### src/hdl/bchc_pkg.sv
// ----------------------------------------------------------------------------
// bchc_pkg
// Shared types and constants for the button click and hold classifier.
// ----------------------------------------------------------------------------
package bchc_pkg;

  localparam int unsigned CfgWidth = 16;
  localparam int unsigned AddrWidth = 4;
  localparam int unsigned DataWidth = 32;

  localparam logic [CfgWidth-1:0] ClickLimitRst = 16'd400;
  localparam logic [CfgWidth-1:0] SingleWindowRst = 16'd600;
  localparam logic [CfgWidth-1:0] TripleWindowRst = 16'd1000;
  localparam logic [CfgWidth-1:0] HoldLimitRst = 16'd2500;

  localparam logic [1:0] TripleCount = 2'd3;

  typedef enum logic [1:0] {
    REG_CLICK_LIMIT   = 2'd0,
    REG_SINGLE_WINDOW = 2'd1,
    REG_TRIPLE_WINDOW = 2'd2,
    REG_HOLD_LIMIT    = 2'd3
  } reg_idx_e;

  typedef enum logic [1:0] {
    EV_NONE   = 2'd0,
    EV_SINGLE = 2'd1,
    EV_TRIPLE = 2'd2,
    EV_HOLD   = 2'd3
  } event_e;

  typedef struct packed {
    logic [CfgWidth-1:0] click_limit;
    logic [CfgWidth-1:0] single_window;
    logic [CfgWidth-1:0] triple_window;
    logic [CfgWidth-1:0] hold_limit;
  } cfg_t;

  typedef struct packed {
    logic       press_active;
    logic [1:0] click_tally;
  } status_t;

endpackage

### src/hdl/bchc_regs.sv
// ----------------------------------------------------------------------------
// bchc_regs
// APB-style register file holding the four timing limits.
// ----------------------------------------------------------------------------
module bchc_regs (
  input  logic                         clk_i,
  input  logic                         rst_ni,
  input  logic                         psel,
  input  logic                         penable,
  input  logic                         pwrite,
  input  logic [bchc_pkg::AddrWidth-1:0] paddr,
  input  logic [bchc_pkg::DataWidth-1:0] pwdata,
  output logic [bchc_pkg::DataWidth-1:0] prdata,
  output logic                         pready,
  output bchc_pkg::cfg_t               cfg_o
);
  import bchc_pkg::*;

  cfg_t     cfg_q;
  reg_idx_e idx;
  logic     wr_en;

  assign idx   = reg_idx_e'(paddr[3:2]);
  assign wr_en = psel && penable && pwrite;
  assign pready = 1'b1;
  assign cfg_o = cfg_q;

  always_ff @(posedge clk_i or negedge rst_ni) begin
    if (!rst_ni) begin
      cfg_q.click_limit   <= ClickLimitRst;
      cfg_q.single_window <= SingleWindowRst;
      cfg_q.triple_window <= TripleWindowRst;
      cfg_q.hold_limit    <= HoldLimitRst;
    end else if (wr_en) begin
      case (idx)
        REG_CLICK_LIMIT:   cfg_q.click_limit   <= pwdata[CfgWidth-1:0];
        REG_SINGLE_WINDOW: cfg_q.single_window <= pwdata[CfgWidth-1:0];
        REG_TRIPLE_WINDOW: cfg_q.triple_window <= pwdata[CfgWidth-1:0];
        REG_HOLD_LIMIT:    cfg_q.hold_limit    <= pwdata[CfgWidth-1:0];
        default: begin
        end
      endcase
    end
  end

  always_comb begin
    prdata = '0;
    case (idx)
      REG_CLICK_LIMIT:   prdata[CfgWidth-1:0] = cfg_q.click_limit;
      REG_SINGLE_WINDOW: prdata[CfgWidth-1:0] = cfg_q.single_window;
      REG_TRIPLE_WINDOW: prdata[CfgWidth-1:0] = cfg_q.triple_window;
      REG_HOLD_LIMIT:    prdata[CfgWidth-1:0] = cfg_q.hold_limit;
      default:           prdata = '0;
    endcase
  end

endmodule

### src/hdl/bchc_core.sv
// ----------------------------------------------------------------------------
// bchc_core
// Press and click tracking state with its single-tick update logic.
// ----------------------------------------------------------------------------
module bchc_core #(
  parameter int unsigned TIMER_BITS = 16
) (
  input  logic                 clk_i,
  input  logic                 rst_ni,
  input  logic                 step_i,
  input  logic                 level_low_i,
  input  bchc_pkg::cfg_t       cfg_i,
  output bchc_pkg::event_e     event_o,
  output bchc_pkg::status_t    status_o
);
  import bchc_pkg::*;

  localparam int unsigned CmpWidth = (TIMER_BITS > CfgWidth) ? TIMER_BITS : CfgWidth;

  logic                  press_active_q, press_active_d;
  logic [TIMER_BITS-1:0] press_ticks_q, press_ticks_d;
  logic [1:0]            click_tally_q, click_tally_d;
  logic [TIMER_BITS-1:0] first_click_q, first_click_d;
  event_e                event_d;
  logic                  done;

  always_comb begin
    press_active_d = press_active_q;
    press_ticks_d  = press_ticks_q;
    click_tally_d  = click_tally_q;
    first_click_d  = first_click_q;
    event_d        = EV_NONE;
    done           = 1'b0;

    if (press_active_q && (press_ticks_q != '1)) begin
      press_ticks_d = press_ticks_q + TIMER_BITS'(1);
    end
    if ((click_tally_q != 2'd0) && (first_click_q != '1)) begin
      first_click_d = first_click_q + TIMER_BITS'(1);
    end

    if (level_low_i && !press_active_q) begin
      press_active_d = 1'b1;
      press_ticks_d  = '0;
    end else if (!level_low_i && press_active_q) begin
      press_active_d = 1'b0;
      if (CmpWidth'(press_ticks_d) < CmpWidth'(cfg_i.click_limit)) begin
        if (click_tally_q == 2'd0) begin
          first_click_d = '0;
        end
        click_tally_d = click_tally_q + 2'd1;
        if (click_tally_d == TripleCount) begin
          click_tally_d = 2'd0;
          event_d       = EV_TRIPLE;
          done          = 1'b1;
        end
      end
    end

    if (!done) begin
      if ((click_tally_d == 2'd1) &&
          (CmpWidth'(first_click_d) > CmpWidth'(cfg_i.single_window))) begin
        click_tally_d = 2'd0;
        event_d       = EV_SINGLE;
        done          = 1'b1;
      end else if ((click_tally_d > 2'd1) &&
                   (CmpWidth'(first_click_d) > CmpWidth'(cfg_i.triple_window))) begin
        click_tally_d = 2'd0;
      end
    end

    if (!done && press_active_d &&
        (CmpWidth'(press_ticks_d) >= CmpWidth'(cfg_i.hold_limit))) begin
      press_active_d = 1'b0;
      click_tally_d  = 2'd0;
      event_d        = EV_HOLD;
    end
  end

  always_ff @(posedge clk_i or negedge rst_ni) begin
    if (!rst_ni) begin
      press_active_q <= 1'b0;
      press_ticks_q  <= '0;
      click_tally_q  <= 2'd0;
      first_click_q  <= '0;
    end else if (step_i) begin
      press_active_q <= press_active_d;
      press_ticks_q  <= press_ticks_d;
      click_tally_q  <= click_tally_d;
      first_click_q  <= first_click_d;
    end
  end

  assign event_o = event_d;
  assign status_o.press_active = press_active_q;
  assign status_o.click_tally  = click_tally_q;

endmodule

### src/hdl/button_click_hold_classifier.sv
// ----------------------------------------------------------------------------
// button_click_hold_classifier
// Classifies a sampled push button into single clicks, triple clicks and holds.
// ----------------------------------------------------------------------------
// Each input beat on the in channel is one tick carrying the sampled button
// level, with level_low_i high while the button is pressed.
// Every accepted beat produces exactly one output beat whose event_code_o is
// none, single click, triple click or long hold.
// The result of a beat is presented from the output register in the cycle
// after it is accepted, and one beat is taken in every cycle while the output
// side keeps up.
// The tracking state advances only on accepted beats, so idle cycles do not
// count as ticks.
// When the receiver stalls, the pending result is held and in_ready_o stays
// high only in the cycle where that result is being taken.
// Reset clears the press and click state, empties the output register and
// loads the default limits of 400, 600, 1000 and 2500 ticks.
// The limits are written over the APB port at byte addresses 0, 4, 8 and 12;
// the user must do this while no beat is outstanding; the block has no check.
// ----------------------------------------------------------------------------
module button_click_hold_classifier #(
  parameter int unsigned TIMER_BITS = 16
) (
  input  logic                           clk_i,
  input  logic                           rst_ni,
  input  logic                           psel,
  input  logic                           penable,
  input  logic                           pwrite,
  input  logic [bchc_pkg::AddrWidth-1:0] paddr,
  input  logic [bchc_pkg::DataWidth-1:0] pwdata,
  output logic [bchc_pkg::DataWidth-1:0] prdata,
  output logic                           pready,
  input  logic                           in_valid_i,
  output logic                           in_ready_o,
  input  logic                           level_low_i,
  output logic                           out_valid_o,
  input  logic                           out_ready_i,
  output logic [1:0]                     event_code_o
);
  import bchc_pkg::*;

  cfg_t    cfg;
  status_t status;
  event_e  event_next;
  event_e  event_q;
  logic    out_valid_q;
  logic    accept;

  assign in_ready_o = !out_valid_q || out_ready_i;
  assign accept     = in_valid_i && in_ready_o;

  bchc_regs u_regs (
    .clk_i   (clk_i),
    .rst_ni  (rst_ni),
    .psel    (psel),
    .penable (penable),
    .pwrite  (pwrite),
    .paddr   (paddr),
    .pwdata  (pwdata),
    .prdata  (prdata),
    .pready  (pready),
    .cfg_o   (cfg)
  );

  bchc_core #(
    .TIMER_BITS (TIMER_BITS)
  ) u_core (
    .clk_i       (clk_i),
    .rst_ni      (rst_ni),
    .step_i      (accept),
    .level_low_i (level_low_i),
    .cfg_i       (cfg),
    .event_o     (event_next),
    .status_o    (status)
  );

  always_ff @(posedge clk_i or negedge rst_ni) begin
    if (!rst_ni) begin
      out_valid_q <= 1'b0;
    end else if (in_ready_o) begin
      out_valid_q <= in_valid_i;
    end
  end

  always_ff @(posedge clk_i) begin
    if (accept) begin
      event_q <= event_next;
    end
  end

  assign out_valid_o  = out_valid_q;
  assign event_code_o = event_q;

`ifndef SYNTHESIS
  a_accept_gives_result : assert property (
    @(posedge clk_i) disable iff (!rst_ni) accept |=> out_valid_o
  ) else $error("accepted beat produced no result");

  a_tally_below_three : assert property (
    @(posedge clk_i) disable iff (!rst_ni) status.click_tally != TripleCount
  ) else $error("click tally reached three");

  a_hold_ends_press : assert property (
    @(posedge clk_i) disable iff (!rst_ni)
      (accept && (event_next == EV_HOLD)) |=>
        (!status.press_active && (status.click_tally == 2'd0))
  ) else $error("hold left a press or clicks pending");

  a_triple_clears_tally : assert property (
    @(posedge clk_i) disable iff (!rst_ni)
      (accept && (event_next == EV_TRIPLE)) |=> (status.click_tally == 2'd0)
  ) else $error("triple click left clicks pending");
`endif

endmodule

### config.mk
export PLATFORM = sky130hd
export DESIGN_NAME = button_click_hold_classifier
export DESIGN_NICKNAME = d
export VERILOG_FILES = /design/src/hdl/bchc_pkg.sv /design/src/hdl/bchc_regs.sv /design/src/hdl/bchc_core.sv /design/src/hdl/button_click_hold_classifier.sv
export SDC_FILE = /design/constraint.sdc
export NUM_CORES = 1
export LEC_CHECK = 0
export BUFFER_PORTS_ARGS = -buffer_cell sky130_fd_sc_hd__clkbuf_2
export CORE_UTILIZATION = 40
export CTS_BUF_LIST = sky130_fd_sc_hd__clkbuf_4 sky130_fd_sc_hd__clkbuf_8
export DETAILED_ROUTE_END_ITERATION = 16
export SLEW_MARGIN = 30
export SYNTH_ARGS = -nofsm -noshare
export SYNTH_HDL_FRONTEND = slang
export SYNTH_SLANG_ARGS = --single-unit
### constraint.sdc
create_clock -name clk_i -period 10.3 [get_ports clk_i]
set_input_delay 1.545 -clock clk_i [delete_from_list [all_inputs] [get_ports clk_i]]
set_output_delay 1.545 -clock clk_i [all_outputs]
set_load 0.03 [all_outputs]
==> metrics.md, run 1 <==
| Metric | Value |
|---|---|
| Die width | 134.6 um |
| Leading area contributor after synthesis | dfrtp_1 |
| Port-buffer cells | 45 |
| Clock power share | 0.204 |
| Hold depth | 2 |
| Pins Over Slew Limit | 0 |
| Crit path cell chain | ha_1 > nand4_1 > nor4_4 > nor4b_1 > buf_4 > nand2_1 > nor2_1 > xor2_1 > ha_1 > a211oi_1 > nor2_1 > or4_1 > nor3b_1 > and3_1 > nor2_1 > ha_1 > a2111oi_0 > o31ai_1 > o221ai_1 > o2111ai_1 > and2_1 > a2111o_1 > a221oi_2 |
| Core area | 0.01724 sq mm |
| Worst hold path class | reg2reg |
| Synth area leaders | dfrtp_1, ha_1, dfstp_2 |
| Asr flop ratio synth | 0.9804 |
| Via count | 5282 |
| Clock Latency Late Sink | 0.39 ns |
| First-pass GRT wire length | 26670 um |
| Hold path start | u_regs.cfg_o[22]$_DFFE_PN1P_ |
| Terminus of the critical flop-to-flop path | u_core.click_tally_q[0]$_DFFE_PN0P_ |
| Final hold vios | 0 |
| DRC errors left | 0 |
| Gate Count Post-Synth | 747 |
| Combinational Power Share | 0.368 |
| I/O Pins | 81 |
| Layout cell share with drive strength beyond 1 | 0.1824 |
| Initial antenna violation count | 0 |
| Crit-path max FO | 25 |
| Worst EP required | 10.60 ns |
| F_max | 149.9 MHz |
| Hold WS | 0.5261 ns |
| Clk root buf | clkbuf_8 |
| Outcome | completed |
| Tightest Pin Transition | 0.8930 ns |
| TritonRoute pass-1 iters | 4 |
| Worst IR Drop VDD | 0.07554 mV |
| Global route total overflow | 0 |
| Reg-to-reg startpoint | u_core.press_ticks_q[0]$_DFFE_PN0P_ |
| Total of max-cap violations | 0 |
| Tmin final | 6.669 ns |
| CTS Sinks | 102 |
| Full die area | 0.01812 sq mm |
| GPL Wtd Cong | 0.8194 |
| TritonCTS clock tree | done |
| TritonCTS Buffers | 9 |
| Setup violators final | 0 |
| Commonest non-fill, non-tap cell in the layout | dfrtp_1 |
| Critical path launch point type | flip-flop |
| R2R setup slack | 3.63 ns |
| Post-synthesis area per instance | 9.418 sq um |
| H-tree depth | 3 |
| DR iter-0 viols | 257 |
| Vias in the first global route | 5062 |
| Unrepaired setup endpoints after global routing | no |
| Synth top area share | 0.2917 |
| Largest net degree at the start of global routing | 74 |
| Most frequent cells in the layout | dfrtp_1, inv_1, nand2_1 |
| CP max-delay cell | and3_1 |
| Worst-case clock buffer depth | 2 |
| NetSw | 0.5175 mW |
| Starting Density | 0.4082 |
| Hold EP | u_regs.cfg_o[22]$_DFFE_PN1P_ |
| Per-cell routed wire length | 16.04 um |
| Rows | 48 |
| Die height | 134.6 um |
| Max stage delay on crit path | 0.84 ns |
| CP top delay family | simple AND/OR/NAND/NOR gates |
| Total Nets Final | 888 |
| CP endpoint kind | flip-flop |
| Hold buffer count at CTS | 0 |
| Setup Buffers After CTS | 0 |
| Slew HR | 0.4030 |
| Crit path kind | reg2reg |
| FF+latch count, synth | 102 |
| P&R area growth vs syn | 8.394% |
| CP startpoint | u_core.press_ticks_q[0]$_DFFE_PN0P_ |
| Post-DR vias/cell | 5.235 |
| Setup_tns | 0 ns |
| Switch share | 0.3855 |
| Crit path DAT | 6.97 ns |
| GR Util All Layers | 0.1901 |
| Drt total wl | 16190 um |
| YS warnings | 0 |
| PostCTS Resize Cnt | 0 |
| Clk slew on worst S/H paths | 0.11 ns |
| Worst R2R Path Depth | 23 |
| Worst clock skew | 0.01438 ns |
| Post-synthesis sequential area ratio | 0.3674 |
| Main synth FF type | dfrtp_1 |
| Flop pwr share | 0.428 |
| ANT cells | 0 |
| Post-synth EDFFs | 2 |
| Synthesized cell area | 0.007035 sq mm |
| Internal power | 0.8247 mW |
| Total leakage power | 3.608 nW |
| CP Buf/Inv Count | 1 |
| Post-DP HPWL | 12540 um |
| PwrDens | 176.0 mW/mm^2 |
| Final period util | 0.6475 |
| Number of library cell types mapped by synthesis | 57 |
| Antenna viol nets, final | 0 |
## per-stage QoR
| stage | worst slack, ns | instances | power [mW] | util | cell area, sq um |
|---|---|---|---|---|---|
| 3_3_place_gp | 3.657 | 993 | 1.071 | 0.4302 | 7415 |
| 6_report | 3.631 | 1009 | 1.342 | 0.4424 | 7626 |
| 2_1_floorplan | 4.236 | 762 | 0.9431 | - | 7092 |
| 4_1_cts | 3.554 | 1009 | 1.359 | 0.4422 | 7622 |
| 5_1_grt | 3.049 | 1009 | 1.445 | 0.4424 | 7626 |
| 3_5_place_dp | 3.588 | 993 | 1.080 | 0.4302 | 7415 |
## state kept, by name, indices dropped and copies added (netlist names)
register and count:
u_regs.cfg_o 64, out_valid_o 1, u_core.press_ticks_q 16, u_core.click_tally_q 2, u_core.first_click_q 16, u_core.press_active_q 1
event_code_o 2
## per-layer routing
metal | vias to the layer above | GRT usage | part of all wire
met2 | 54 | 0.3119 | 0.49
met1 | 2542 | 0.2583 | 0.47
met5 | - | 0 | 0
met4 | 0 | 0.04557 | 0.012
met3 | 10 | 0.03679 | 0.025
li1 | 2676 | - | -
## worst max path at each step
stage / slack (ns) / end / cells after the start
floorplan: 4.24 / u_core.click_tally_q[0]$_DFFE_PN0P_ / 25
global placement: 3.66 / u_core.click_tally_q[0]$_DFFE_PN0P_ / 23
detailed placement: 3.59 / event_code_o[0]$_SDFFCE_PP1P_ / 22
CTS: 3.55 / event_code_o[0]$_SDFFCE_PP1P_ / 22
global route: 3.05 / event_code_o[0]$_SDFFCE_PP1P_ / 22
finish: 3.63 / u_core.click_tally_q[0]$_DFFE_PN0P_ / 23
## cell families (layout without fill, tap and decap cells)
logic type / after synthesis / in the layout / share of synthesized area
and+or+nand+nor: 225 / 225 / 0.1590
DFF: 102 / 102 / 0.3674
AOI/OAI and AO/OA: 148 / 148 / 0.1328
buffers and inverters: 121 / 143 / 0.07540
adders and majority gates: 65 / 65 / 0.1156
other: 2 / 17 / 0.001067
xor gates and xnor gates: 30 / 30 / 0.03735
muxes: 54 / 54 / 0.1113
## final cells by class
| cell class | count | area [sq um] |
|---|---|---|
| clock buffers | 10 | 137.6 |
| clock inverters | 6 | 70.07 |
| fillers | 1675 | 9610 |
| inverters | 75 | 281.5 |
| multi-input cells | 539 | 3986 |
| flip-flops and latches | 102 | 2585 |
| well taps | 225 | 281.5 |
| repair buffers | 52 | 284.0 |
## power groups by stage
stage | registers (mW) | clock network [mW] | logic (mW)
after global placement | 0.580 | 0 | 0.491
after floorplan | 0.554 | 0 | 0.389
final | 0.574 | 0.274 | 0.494
after global routing | 0.589 | 0.298 | 0.558
after detailed placement | 0.581 | 0 | 0.499
after CTS | 0.574 | 0.284 | 0.501
## synthesized netlist by cell type (all sizes together), types with 5 or more instances
cell and n:
ha 65, inv 74, xor2 13, dfrtp 82, nor2b 7, buf 22
nand2 70, mux4 16, xnor2 17, o21ai 65, nor3 9, nand4 14
o31ai 10, clkbuf 24, dfstp 18, and2 16, and4 8, nand2b 5
a22o 18, nand3 23, mux2 34, and3 11, a21o 7, a21oi 24
nor2 51
## worst reg2reg max path: cells and delay by family, from the launching register on
family,cells,cell delay (ns)
and+or+nand+nor,11,3.11
DFF,1,0.47
adders and majority gates,3,0.90
buffers and inverters,1,0.20
xor gates and xnor gates,1,0.21
AOI/OAI and AO/OA,7,1.71
Power figures use the tool's default switching activity.
==> inputs of run 2 (changes only) <==
ABC_AREA = 1   (was default)
clock period = 5.94 ns   (was 10.3 ns; I/O delays follow)
==> run 2 against run 1 <==
Die area fell by 2.0%. Utilization up 0.59 points. Sequential cell count unchanged. Fmax is 23% higher. Global-route usage rose by 2.4 points. Synthesized cell count grew 22%. Non-clock buffer count shrank 4. Clock skew up 0.0031 ns. Critical path depth up 6. Via count up 8.5%. Combinational power grew 56%. Critical path type unchanged.
==> metrics.md, run 2 <==
| Metric | Value |
|---|---|
| Final hold vios | 0 (unchanged) |
| Vias in the first global route | 5487 (+8.4%) |
| Clk slew on worst S/H paths | 0.10 ns (about the same) |
| Synth top area share | 0.2978 (+0.006144) |
| Post-route cell area | 0.007488 sq mm (-1.8%) |
| Post-synthesis sequential area ratio | 0.3752 (+0.007739) |
| Unrepaired setup endpoints after global routing | no |
| Tmin final | 5.412 ns (-1.257 ns) |
| DR iter-0 viols | 385 (+50%) |
| Rows | 47 (-2.1%) |
| Die width | 133.2 um (-1.0%) |
| Full die area | 0.01775 sq mm (-2.0%) |
| I/O Pins | 81 (unchanged) |
| Initial antenna violation count | 0 (unchanged) |
| FF+latch count, synth | 102 (unchanged) |
| Per-cell routed wire length | 15.26 um (-4.9%) |
| YS warnings | 0 (unchanged) |
| Crit path to | event_code_o[1]$_SDFFCE_PP1P_ |
| Antenna viol nets, final | 0 (unchanged) |
| Worst-case clock buffer depth | 2 (unchanged) |
| Worst clock skew | 0.01743 ns (+0.003055 ns) |
| Most frequent cells in the layout | nand2_1, inv_1, o21ai_0 |
| Worst hold path class | in2async |
| Starting Density | 0.4126 (+0.004397) |
| Hold buffer count at CTS | 0 (unchanged) |
| Main synth FF type | dfrtp_1 |
| Drt total wl | 17790 um (+9.9%) |
| Post-DR vias/cell | 4.917 (-6.1%) |
| Tightest Pin Transition | 0.9910 ns (+0.09793 ns) |
| Setup WS post-layout | 0.5283 ns (-3.103 ns) |
| Reg-to-reg startpoint | u_core.press_ticks_q[0]$_DFFE_PN0P_ |
| Terminus of the critical flop-to-flop path | event_code_o[1]$_SDFFCE_PP1P_ |
| Crit path kind | reg2reg |
| Non-filler instance count after layout | 1166 (+16%) |
| PwrDens | 294.2 mW/mm^2 (+67%) |
| Post-place setup slack | 0.5182 ns (-3.070 ns) |
| Post-synth EDFFs | 2 (unchanged) |
| FF+latch area | 0.002585 sq mm (unchanged) |
| Number of library cell types mapped by synthesis | 47 (-18%) |
| F_max | 184.8 MHz (+23%) |
| Commonest non-fill, non-tap cell in the layout | nand2_1 |
| Total of max-cap violations | 0 (unchanged) |
| Post-Place Cell Area | 0.007248 sq mm (-2.2%) |
| Count leader, synth | nand2_1 |
| Final period util | 0.9111 (+0.2636) |
| TritonRoute pass-1 iters | 5 (+1) |
| Largest net degree at the start of global routing | 71 (-4.1%) |
| Leading area contributor after synthesis | dfrtp_1 |
| Worst IR Drop VDD | 0.1888 mV (+150%) |
| Layout cell share with drive strength beyond 1 | 0.1216 (-0.06083) |
| CP endpoint kind | flip-flop |
| Filler cells | 1718 (+2.6%) |
| Synthesized cell area | 0.006890 sq mm (-2.1%) |
| Critical path launch point type | flip-flop |
| Post-layout util | 0.4484 (+0.005946) |
| First-pass GRT wire length | 29160 um (+9.3%) |
| Die height | 133.2 um (-1.0%) |
| Worst R2R Path Depth | 29 (+26%) |
| Asr flop ratio synth | 0.9804 (unchanged) |
| P&R area growth vs syn | 8.680% |
| Slew HR | 0.3386 (-0.06433) |
| H-tree depth | 3 (unchanged) |
| TritonCTS clock tree | done |
| R2R setup slack | 0.53 ns (-3.10 ns) |
| Global route total overflow | 0 (unchanged) |
| CTS Sinks | 102 (unchanged) |
| Setup_tns | 0 ns (unchanged) |
| ANT cells | 0 (unchanged) |
| Total leakage power | 3.941 nW (+9.2%) |
| Post-synthesis area per instance | 7.589 sq um (-19%) |
| Clock Latency Late Sink | 0.40 ns (about the same) |
| Multi-input logic area | 0.003580 sq mm (-10%) |
| Setup violators final | 0 (unchanged) |
| TritonCTS Buffers | 9 (unchanged) |
| Worst EP required | 6.09 ns (-4.51 ns) |
| Hold WS | 0.4949 ns (-0.03118 ns) |
| GPL Wtd Cong | 0.8449 (+3.1%) |
| DRC errors left | 0 (unchanged) |
| Clk root buf | clkbuf_8 |
| Gate Count Post-Synth | 908 (+22%) |
| PostCTS Resize Cnt | 0 (unchanged) |
| Total Nets Final | 1050 (+18%) |
| CP max-delay cell | dfrtp_1 |
| Inst Count DP | 1148 (+16%) |
| Port-buffer cells | 45 (unchanged) |
| Via count | 5733 (+8.5%) |
| Core area | 0.01670 sq mm (-3.1%) |
| Post-DP HPWL | 13310 um (+6.2%) |
| Outcome | completed |
| Max reg flops | 64 (unchanged) |
| Crit path DAT | 5.56 ns (-1.41 ns) |
| Pins Over Slew Limit | 0 (unchanged) |
| Synth area leaders | dfrtp_1, nand2_1, ha_1 |
| CP startpoint | u_core.press_ticks_q[0]$_DFFE_PN0P_ |
| Final Power | 2.203 mW (+64%) |
| Crit-path max FO | 17 (-32%) |
| GR Util All Layers | 0.2137 (+0.02357) |
| Max stage delay on crit path | 0.43 ns (-0.41 ns) |
| Top cells by count, synth | nand2_1, inv_1, o21ai_0, dfrtp_1, ha_1 |
| CP dominant cell by count | nand2_1 |
==> run 2: changes by cell type after synthesis, moves of 11 or more <==
cell / before / now
inv_1: 74 / 153
nand2_1: 70 / 252
and2_1: 16 / 1
a22o_1: 18 / 0
mux2_2: 34 / 0
mux4_2: 16 / 0
o21ai_1: 0 / 14
nand2_2: 0 / 11
o21ai_0: 65 / 86
o2111ai_1: 2 / 15
xnor2_1: 17 / 6
==> run 2: routing by layer <==
metal  GRT usage  vias to the layer above  share of wire
li1            -                     2946              -
met1      0.3060                     2647           0.50
met4     0.03788                        0         0.0079
met5           0                        -              0
met3     0.04110                        8          0.050
met2      0.3371                      132           0.44
==> run 2: layout make-up <==
| cell class | instances | area share |
|---|---|---|
| Timing Repair Buffer | 48 | 0.03392 |
| Sequential cell | 102 | 0.3452 |
| Inverter | 154 | 0.07719 |
| Clock inverter | 7 | 0.01236 |
| Tap cell | 220 | 0.03676 |
| Multi-Input combinational cell | 626 | 0.4780 |
| Clock buffer | 9 | 0.01654 |
==> run 2: worst min path at each step <==
stage,startpoint,end,slack [ns],cells after the start
finish,rst_ni,u_core.first_click_q[8]$_DFFE_PN0P_,0.49,1
floorplan,u_core.first_click_q[8]$_DFFE_PN0P_,u_core.first_click_q[8]$_DFFE_PN0P_,0.45,2
CTS,u_regs.cfg_o[13]$_DFFE_PN0P_,u_regs.cfg_o[13]$_DFFE_PN0P_,0.50,2
global route,u_regs.cfg_o[6]$_DFFE_PN1P_,u_regs.cfg_o[6]$_DFFE_PN1P_,0.52,2
global placement,u_regs.cfg_o[13]$_DFFE_PN0P_,u_regs.cfg_o[13]$_DFFE_PN0P_,0.47,2
detailed placement,u_regs.cfg_o[13]$_DFFE_PN0P_,u_regs.cfg_o[13]$_DFFE_PN0P_,0.47,2
==> run 2: logic make-up (layout without fill, tap and decap cells) <==
family | after synthesis | count (layout) | synth area share
muxes | 1 | 1 | 0.001453
and+or+nand+nor | 363 | 363 | 0.2219
buffers and inverters | 195 | 218 | 0.1171
AOI/OAI and AO/OA | 155 | 155 | 0.1335
adders and majority gates | 65 | 65 | 0.1180
other | 2 | 17 | 0.001090
DFF | 102 | 102 | 0.3752
xor gates and xnor gates | 25 | 25 | 0.03178
==> run 2: worst max-delay path: cells and delay by family (launching register included) <==
kind	cells	cell delay (ns)
simple gates	16	1.99
xor+xnor	1	0.19
buf+inv	3	0.34
fa+ha+maj	3	0.85
compound gates	6	1.35
flops	1	0.43
==> run 2: timing repair <==
action | CTS | global route
setup buffers | 0 | 2
hold endpoints to repair | 0 | 0
endpoints found under the setup margin | 0 | 2
==> run 2: report_power, final <==
part / internal [mW] / switching, mW / total (mW)
sequential: 0.834 / 0.110 / 0.944
clock: 0.207 / 0.281 / 0.488
combinational: 0.271 / 0.501 / 0.771
